<file path="src/sv/rtrs_pkg.sv">
package rtrs_pkg;

    localparam int STATION_ENTRIES = 64;
    localparam int ARCH_REGS       = 32;
    localparam int VALUE_BITS      = 32;

    localparam int TAG_W     = $clog2(STATION_ENTRIES);
    localparam int REG_IDX_W = $clog2(ARCH_REGS);

    localparam logic [2:0] REQ_ISSUE  = 3'd0;
    localparam logic [2:0] REQ_BCAST  = 3'd1;
    localparam logic [2:0] REQ_SELECT = 3'd2;
    localparam logic [2:0] REQ_REMOVE = 3'd3;
    localparam logic [2:0] REQ_FLUSH  = 3'd4;

    localparam logic [1:0] KIND_REG  = 2'd0;
    localparam logic [1:0] KIND_IMM  = 2'd1;

    typedef struct packed {
        logic [2:0]         req_type;
        logic [1:0]         instr_kind;
        logic               is_branch;
        logic [5:0]         opcode;
        logic [4:0]         src_reg_a;
        logic [4:0]         src_reg_b;
        logic [4:0]         dest_reg;
        logic signed [31:0] immediate;
        logic [5:0]         tag_in;
        logic signed [31:0] result_value;
        logic [4:0]         result_reg;
    } req_t;

    typedef struct packed {
        logic [5:0]         issued_tag;
        logic               stall_res;
        logic               found;
        logic [5:0]         ready_tag;
        logic [5:0]         ready_opcode;
        logic signed [31:0] operand_one;
        logic signed [31:0] operand_two;
        logic signed [31:0] target_address;
        logic [4:0]         ready_dest;
        logic [1:0]         ready_kind;
        logic               reg_updated;
    } rsp_t;

    typedef struct packed {
        logic issue;
        logic rename;
        logic bcast;
        logic select;
        logic remove;
        logic flush;
    } ctl_t;

    typedef struct packed {
        logic                  ok;
        logic [TAG_W-1:0]      tag;
        logic [VALUE_BITS-1:0] val;
    } src_t;

    typedef struct packed {
        logic                  found;
        logic [TAG_W-1:0]      tag;
        logic [5:0]            opcode;
        logic [VALUE_BITS-1:0] op1;
        logic [VALUE_BITS-1:0] op2;
        logic [31:0]           addr;
        logic [4:0]            dest;
        logic [1:0]            kind;
    } sel_t;

    function automatic logic reg_in_range(logic [4:0] r);
        return int'(r) < ARCH_REGS;
    endfunction

    function automatic logic [REG_IDX_W-1:0] reg_idx(logic [4:0] r);
        return REG_IDX_W'(r);
    endfunction

endpackage

</file>
<file path="src/sv/rtrs_regtab.sv">
module rtrs_regtab (
    input  logic                         clk,
    input  logic                         rst_n,
    input  rtrs_pkg::ctl_t               ctl,
    input  rtrs_pkg::req_t               item,
    input  logic [rtrs_pkg::TAG_W-1:0]   issue_tag,
    output rtrs_pkg::src_t               src_a,
    output rtrs_pkg::src_t               src_b,
    output logic                         reg_updated
);

    logic [rtrs_pkg::ARCH_REGS-1:0]                       valid_reg;
    logic [rtrs_pkg::ARCH_REGS-1:0][rtrs_pkg::VALUE_BITS-1:0] value_reg;
    logic [rtrs_pkg::ARCH_REGS-1:0][rtrs_pkg::TAG_W-1:0]  producer_reg;
    logic [rtrs_pkg::VALUE_BITS-1:0]                      rval;

    assign rval = rtrs_pkg::VALUE_BITS'($unsigned(item.result_value));

    function automatic rtrs_pkg::src_t read_src(
        logic [4:0] r,
        logic [rtrs_pkg::ARCH_REGS-1:0] v,
        logic [rtrs_pkg::ARCH_REGS-1:0][rtrs_pkg::VALUE_BITS-1:0] d,
        logic [rtrs_pkg::ARCH_REGS-1:0][rtrs_pkg::TAG_W-1:0] p
    );
        rtrs_pkg::src_t s;
        s = '0;
        if (!rtrs_pkg::reg_in_range(r))
        begin
            s.ok = 1'b1;
        end
        else if (v[rtrs_pkg::reg_idx(r)])
        begin
            s.ok  = 1'b1;
            s.val = d[rtrs_pkg::reg_idx(r)];
        end
        else
        begin
            s.tag = p[rtrs_pkg::reg_idx(r)];
        end
        return s;
    endfunction

    assign src_a = read_src(item.src_reg_a, valid_reg, value_reg, producer_reg);
    assign src_b = read_src(item.src_reg_b, valid_reg, value_reg, producer_reg);

    // validate only if the register still waits on this producer
    assign reg_updated = rtrs_pkg::reg_in_range(item.result_reg)
        && !valid_reg[rtrs_pkg::reg_idx(item.result_reg)]
        && (32'(producer_reg[rtrs_pkg::reg_idx(item.result_reg)]) == 32'(item.tag_in));

    always_ff @(posedge clk or negedge rst_n)
    begin
        if (!rst_n)
        begin
            valid_reg    <= '1;
            value_reg    <= '0;
            producer_reg <= '0;
        end
        else if (ctl.flush)
        begin
            valid_reg    <= '1;
            producer_reg <= '0;
        end
        else if (ctl.rename && rtrs_pkg::reg_in_range(item.dest_reg))
        begin
            valid_reg[rtrs_pkg::reg_idx(item.dest_reg)]    <= 1'b0;
            producer_reg[rtrs_pkg::reg_idx(item.dest_reg)] <= issue_tag;
        end
        else if (ctl.bcast && reg_updated)
        begin
            valid_reg[rtrs_pkg::reg_idx(item.result_reg)]    <= 1'b1;
            value_reg[rtrs_pkg::reg_idx(item.result_reg)]    <= rval;
            producer_reg[rtrs_pkg::reg_idx(item.result_reg)] <= '0;
        end
    end

endmodule

</file>
<file path="config.mk">
export PLATFORM = sky130hd
export DESIGN_NAME = rtrs_regtab
export DESIGN_NICKNAME = d
export VERILOG_FILES = /design/src/sv/rtrs_pkg.sv /design/src/sv/rtrs_regtab.sv
export SDC_FILE = /design/constraint.sdc
export NUM_CORES = 2
export LEC_CHECK = 0
export BUFFER_PORTS_ARGS = -buffer_cell sky130_fd_sc_hd__buf_2
export CORE_MARGIN = 2
export CORE_UTILIZATION = 60
export CTS_BUF_LIST = sky130_fd_sc_hd__clkbuf_4 sky130_fd_sc_hd__clkbuf_8
export CTS_CLUSTER_DIAMETER = 120
export CTS_CLUSTER_SIZE = 30
export DETAILED_ROUTE_END_ITERATION = 10
export PLACE_DENSITY = 0.77
export SYNTH_ARGS = -nofsm -noshare
export SYNTH_HDL_FRONTEND = slang
export SYNTH_SLANG_ARGS = --single-unit
export TNS_END_PERCENT = 20
</file>
<file path="constraint.sdc">
create_clock -name clk -period 12.75 [get_ports clk]
set_clock_uncertainty 0.15 [all_clocks]
set_input_delay 2.55 -clock clk [delete_from_list [all_inputs] [get_ports clk]]
set_output_delay 2.55 -clock clk [all_outputs]
set_load 0.02 [all_outputs]
</file>
After elaboration in Yosys (flattened, before gate mapping) --
Index checks and enable logic that the tools add are counted. Widths: inputs -> output; s select.
Operators by class: $lt $le $gt $ge 6, eq/ne operators 1, mux-type cells 40, bitwise gates (word level) 7, reductions and logical operators 7
Operator list (count):
- $bwmux 1024 | 1
- $mux 192 | 3
- $bmux 32 s5 | 2
- $mux 32 | 8
- $and 192x192->192 | 1
- $bwmux 192 | 1
- $not 192->192 | 1
- $demux 32 s5 | 1
- $bmux 6 s5 | 3
- $demux 6 s5 | 2
- $mux 6 | 7
- $and 32x32->32 | 1
- $not 32->32 | 1
- $or 32x32->32 | 1
- $lt 5x6->1 const B | 4
- $bmux 1 s5 | 3
- $demux 1 s5 | 2
- $ge 5x1->1 const B | 2
- $mux 1 | 7
- $eq 6x6->1 | 1
- $logic_and 1x1->1 | 4
- $reduce_and 3->1 | 1
- $reduce_bool 3->1 | 1
- $not 1->1 | 2
- $logic_not 1->1 | 1
Word-level totals: bits in registers 1248, input bits 116, output and inout bits 79, logic and storage cells 126

Logic depth before layout (Yosys ltp) --
depth after elaboration 9, depth in mapped cells 15, depth with buffers taken out 8

Least setup slack after synthesis --
OpenSTA, ideal clock, no wires.
kind input port to output port, start input item[85] (netlist bit), end output src_a[14] (netlist bit), arrival time 5.452 ns, data required time 10.050 ns, setup slack 4.598 ns, stages on the path 8, path buffers 4, cell sequence clkbuf_1 clkbuf_1 buf_1 buf_1 mux4_2 mux4_2 mux2i_1 nor2_1
RTL lines:
- from (decl) | RTL line rtrs_regtab.sv:5 | input rtrs_pkg::req_t item,
- to (decl) | RTL line rtrs_regtab.sv:7 | output rtrs_pkg::src_t src_a,

Worst setup path after layout --
start input item[1] (netlist bit), end output reg_updated
Between the ends: word-level cells in the longest chain between the ends 4, elaborated cells on any way between the ends 7, classes of those cells 1 x eq/ne; 4 x mux; 2 x reduce/logical
Ends and longest elaborated chain:
- $bmux 6 s5 or $bmux 1 s5 (tied branches) | RTL line rtrs_regtab.sv:49, rtrs_regtab.sv:48
- $mux 6 (implied by the code) or $mux 1 (tied branches) | RTL line rtrs_regtab.sv:49, rtrs_regtab.sv:48
- $eq 6x6->1 or $logic_not 1->1 (tied branches) | RTL line rtrs_regtab.sv:49, rtrs_regtab.sv:48
- $logic_and 1x1->1 (*) | RTL line rtrs_regtab.sv:49 | && (32'(producer_reg[rtrs_pkg::reg_idx(item.result_reg)]) == 32'(item.tag_in));
- to (decl) | RTL line rtrs_regtab.sv:9 | output logic reg_updated
Every way passes the cells marked *; elsewhere a longest branch is shown, timed or not. The select of a mux whose other input is x is not followed.

==> flow_summary_export.csv <==
group,metric,value,unit
clocking,cts-resized-gates,0,
power,p_seq_share,64.7,%
power,post-layout-total-power,6.154,mW
global_route,grt_start_max_net_pins,170,
floorplanning,dieWidth,345.0,µm
finish,num-nets-final,4269,
global_route,grt_pass1_vias,42810,
clocking,cts_max_level,2,
clocking,path_clk_slew,180,ps
yosys,avgSynthCellArea,15.95,µm²
power,p_int,4.552,mW
clocking,numCtsBuffers,47,
timing,max_slew_margin,13.06,%
job,cap_violations,0,
clocking,clk_latency,860,ps
clocking,cts_buffer_depth,3,
power,worst_ir_drop_vdd,68.12,µV
placed_design,place_congestion,0.9738,
setup_path,cpMaxStageDelayCell,"nor4_4",
clocking,clkSinkCount,1248,
setup_path,cp_max_fo,62,
setup_path,startpoint_type,"input pin",
global_route,grt_pass1_wl,290000,µm
power,clockPowerShare,26.4,%
route,vias_per_cell,7.446,
yosys,synth_edf_count,0,
placed_design,dp_hpwl,109500,µm
power,p_per_area,85.59,mW/mm²
route,drcViolationCount,0,
finish,largest_reg_flops,1024,
power,combPwrFrac,8.9,%
timing,period_needed,9700,ps
setup_path,critPathKind,"input pin to output port",
timing,tightest_slew,1294,ps
floorplanning,core_area,0.1157,mm²
min_path,hp-class,"register to register",
setup_path,end_kind,"output port",
setup_path,cp_cell_sequence,"buf_6 > buf_12 > mux2i_1 > o22ai_1 > nor4_1 > and3b_1 > o211ai_1 > nor4_4 > buf_4 > buf_2",
yosys,synth.cell_area,0.06975,mm²
timing,slew_viol_final,0,
setup_path,max_stage_delay,990,ps
floorplanning,fp.dieH,345.0,µm
power,p_switching,1.601,mW
yosys,synthCells,4373,
route,antenna_left,0,
finish,drive_gt1_share,50.08,%
yosys,syn_nets,4489,
setup_path,worstPathRequired,10050,ps
power,power_switching_share,26.03,%
global_route,grt_usage,33.31,%
setup_path,crit_family,"simple AND/OR/NAND/NOR gates",
floorplanning,initial_utilization,60.26,%
timing,timing_hold_violations_final,0,
yosys,ys_ff_latch,1248,
setup_path,crit_buf_inv,4,
clocking,cts_tree,"built",
route,vias,42440,
route,post_drt_wl_per_cell,34.16,µm
timing,timing.final.crit_share,76.08,%
global_route,grt_remaining_overflow,0,
global_route,antenna_found_initial,11,
yosys,synth_top_flop_cell,"dfrtp_1",
setup_path,critPathArrivalTime,7000,ps
outcome,status,"completed",
yosys,yosysWarnings,0,
yosys,synth_cell_type_count,53,
yosys,synthArstFlopShare,100.0,%
timing,setup_viol,0,
route,wirelength,194700,µm
floorplanning,std_cell_rows,125,
route,drt_iter0_markers,5105,
yosys,seq_area_frac_synth,44.83,%
floorplanning,ios,195,
floorplanning,dieArea,0.1190,mm²
power,p_leak,33.16,nW
route,drtPass1Iterations,8,
timing,rsz0062_at_grt,"no",
finish,areaGrowthSynthToFinish,3.080,%
timing,finalSetupTns,0,ps
clocking,clock-root-buffer,"clkbuf_8",
placed_design,port_buffers,147,
clocking,cts_hold_buf,0,
timing,fmax,103.1,MHz
clocking,cts_setup_buffers,0,
==> per-stage QoR <==
step | area (µm²) | setup slack [ps] | utilization [%] | hold slack, ps | instances
floorplan | 69750 | 4598 | - | 318.8 | 4373
global placement | 71060 | 3375 | 61.39 | 329.9 | 5628
detailed placement | 71060 | 3314 | 61.39 | 345.1 | 5628
CTS | 71880 | 3311 | 62.11 | 368.2 | 5695
global route | 71890 | 3146 | 62.11 | 395.7 | 5696
finish | 71900 | 3050 | 62.12 | 371.3 | 5700
==> Yosys cell counts, types with 3 or more instances <==
library cell	number	area share [%]
clkbuf_1	295	1.6
nor4_1	11	0.099
a311oi_1	5	0.063
nand3_1	17	0.12
mux2_1	83	1.3
nand2_1	52	0.28
mux2_4	210	4.5
dfstp_2	32	1.2
buf_1	53	0.29
nor3_1	4	0.029
mux4_2	788	25
nand4_1	3	0.027
inv_1	7	0.038
a21oi_1	19	0.14
nand2b_1	30	0.27
or4b_1	4	0.057
and3b_1	4	0.050
nand3_4	19	0.48
nor2_1	116	0.62
a31o_2	11	0.14
nor2b_1	6	0.054
o21ai_0	11	0.079
a31oi_1	31	0.28
o22ai_1	48	0.43
mux2i_1	174	2.5
buf_4	9	0.097
and4_1	8	0.10
nand4bb_1	6	0.097
dfrtp_1	1216	44
a21o_1	12	0.13
buf_6	23	0.37
a22o_1	194	2.4
nor3b_1	3	0.032
mux2_2	731	12
nand3b_1	3	0.032
and2_1	15	0.13
nand4b_1	4	0.050
buf_2	94	0.67
==> final cells by class <==
| cell class | instances | area (µm²) |
|---|---|---|
| antenna | 5 | 12.51 |
| sequential | 1248 | 31270 |
| clock buffer | 63 | 773.2 |
| tap | 1524 | 1907 |
| inverter | 7 | 26.28 |
| multi-input combinational | 2641 | 36430 |
| timing repair buffer | 208 | 1423 |
| clock inverter | 4 | 55.05 |
| fill | 8397 | 43840 |
==> power groups by stage <==
stage,combinational [mW],sequential [mW],clock (mW)
floorplan,0.328,4.05,0
CTS,0.549,3.98,1.65
detailed placement,0.548,4.05,0
finish,0.549,3.98,1.62
global placement,0.546,4.05,0
global route,0.585,3.98,1.77
==> worst paths after layout <==
| path | startpoint | depth (start not counted) | slack, ps | to |
|---|---|---|---|---|
| max | item[1] | 10 | 3050 | reg_updated |
| min | valid_reg[11] | 2 | 370 | valid_reg[11] |
| max reg2reg | producer_reg[108] | 10 | 6190 | value_reg[27] |
| min reg2reg | valid_reg[11] | 2 | 370 | valid_reg[11] |
| max in group asynchronous | rst_n | 3 | 8550 | value_reg[619] |
| min in group asynchronous | rst_n | 1 | 1500 | value_reg[675] |
==> worst reg2reg max path, delay by kind of cell (launching register included) <==
family | cells | cell delay, ps
AOI/OAI and AO/OA | 2 | 380
muxes | 2 | 1050
buffers and inverters | 2 | 1220
DFF | 1 | 450
and+or+nand+nor | 4 | 3170
==> metal layers <==
| layer | GRT usage [%] | up-vias | wire length (µm) |
|---|---|---|---|
| met2 | 49.91 | 2309 | 89930 |
| met3 | 9.246 | 408 | 20780 |
| li1 | - | 16790 | - |
| met4 | 10.23 | 12 | 6930 |
| met5 | 0 | - | 82 |
| met1 | 48.10 | 22920 | 76960 |
==> cell usage in the layout, fill, tap and decap left out, types with 5 or more instances in the layout <==
master and instances:
a311oi_1 5, buf_12 12, nor2b_1 5, buf_4 52
buf_6 5, o22ai_1 48, mux2i_1 172, diode_2 5
mux4_2 788, a31o_2 11, nand4bb_1 6, mux2_1 83
a22o_1 194, and2_1 15, dfrtp_1 1216, a21oi_1 19
a21o_1 12, o21ai_0 11, nand3_1 12, a31oi_1 31
dfstp_2 32, nor2_1 116, clkbuf_8 48, nand2b_1 30
buf_2 135, nand3_4 24, and4_4 8, nor4_1 11
clkbuf_4 15, inv_1 7, mux2_2 731, nand2_1 52
mux2_4 210
==> cells by family after synthesis <==
kind of cell,Yosys count,synth area share (%)
buffers and inverters,484,3.118
XOR/XNOR,1,0.01256
AO/OA/AOI/OAI,339,3.778
flip-flops,1248,44.83
AND/OR/NAND/NOR,315,2.655
multiplexers,1986,45.60
(Power assumes the default switching activity.)
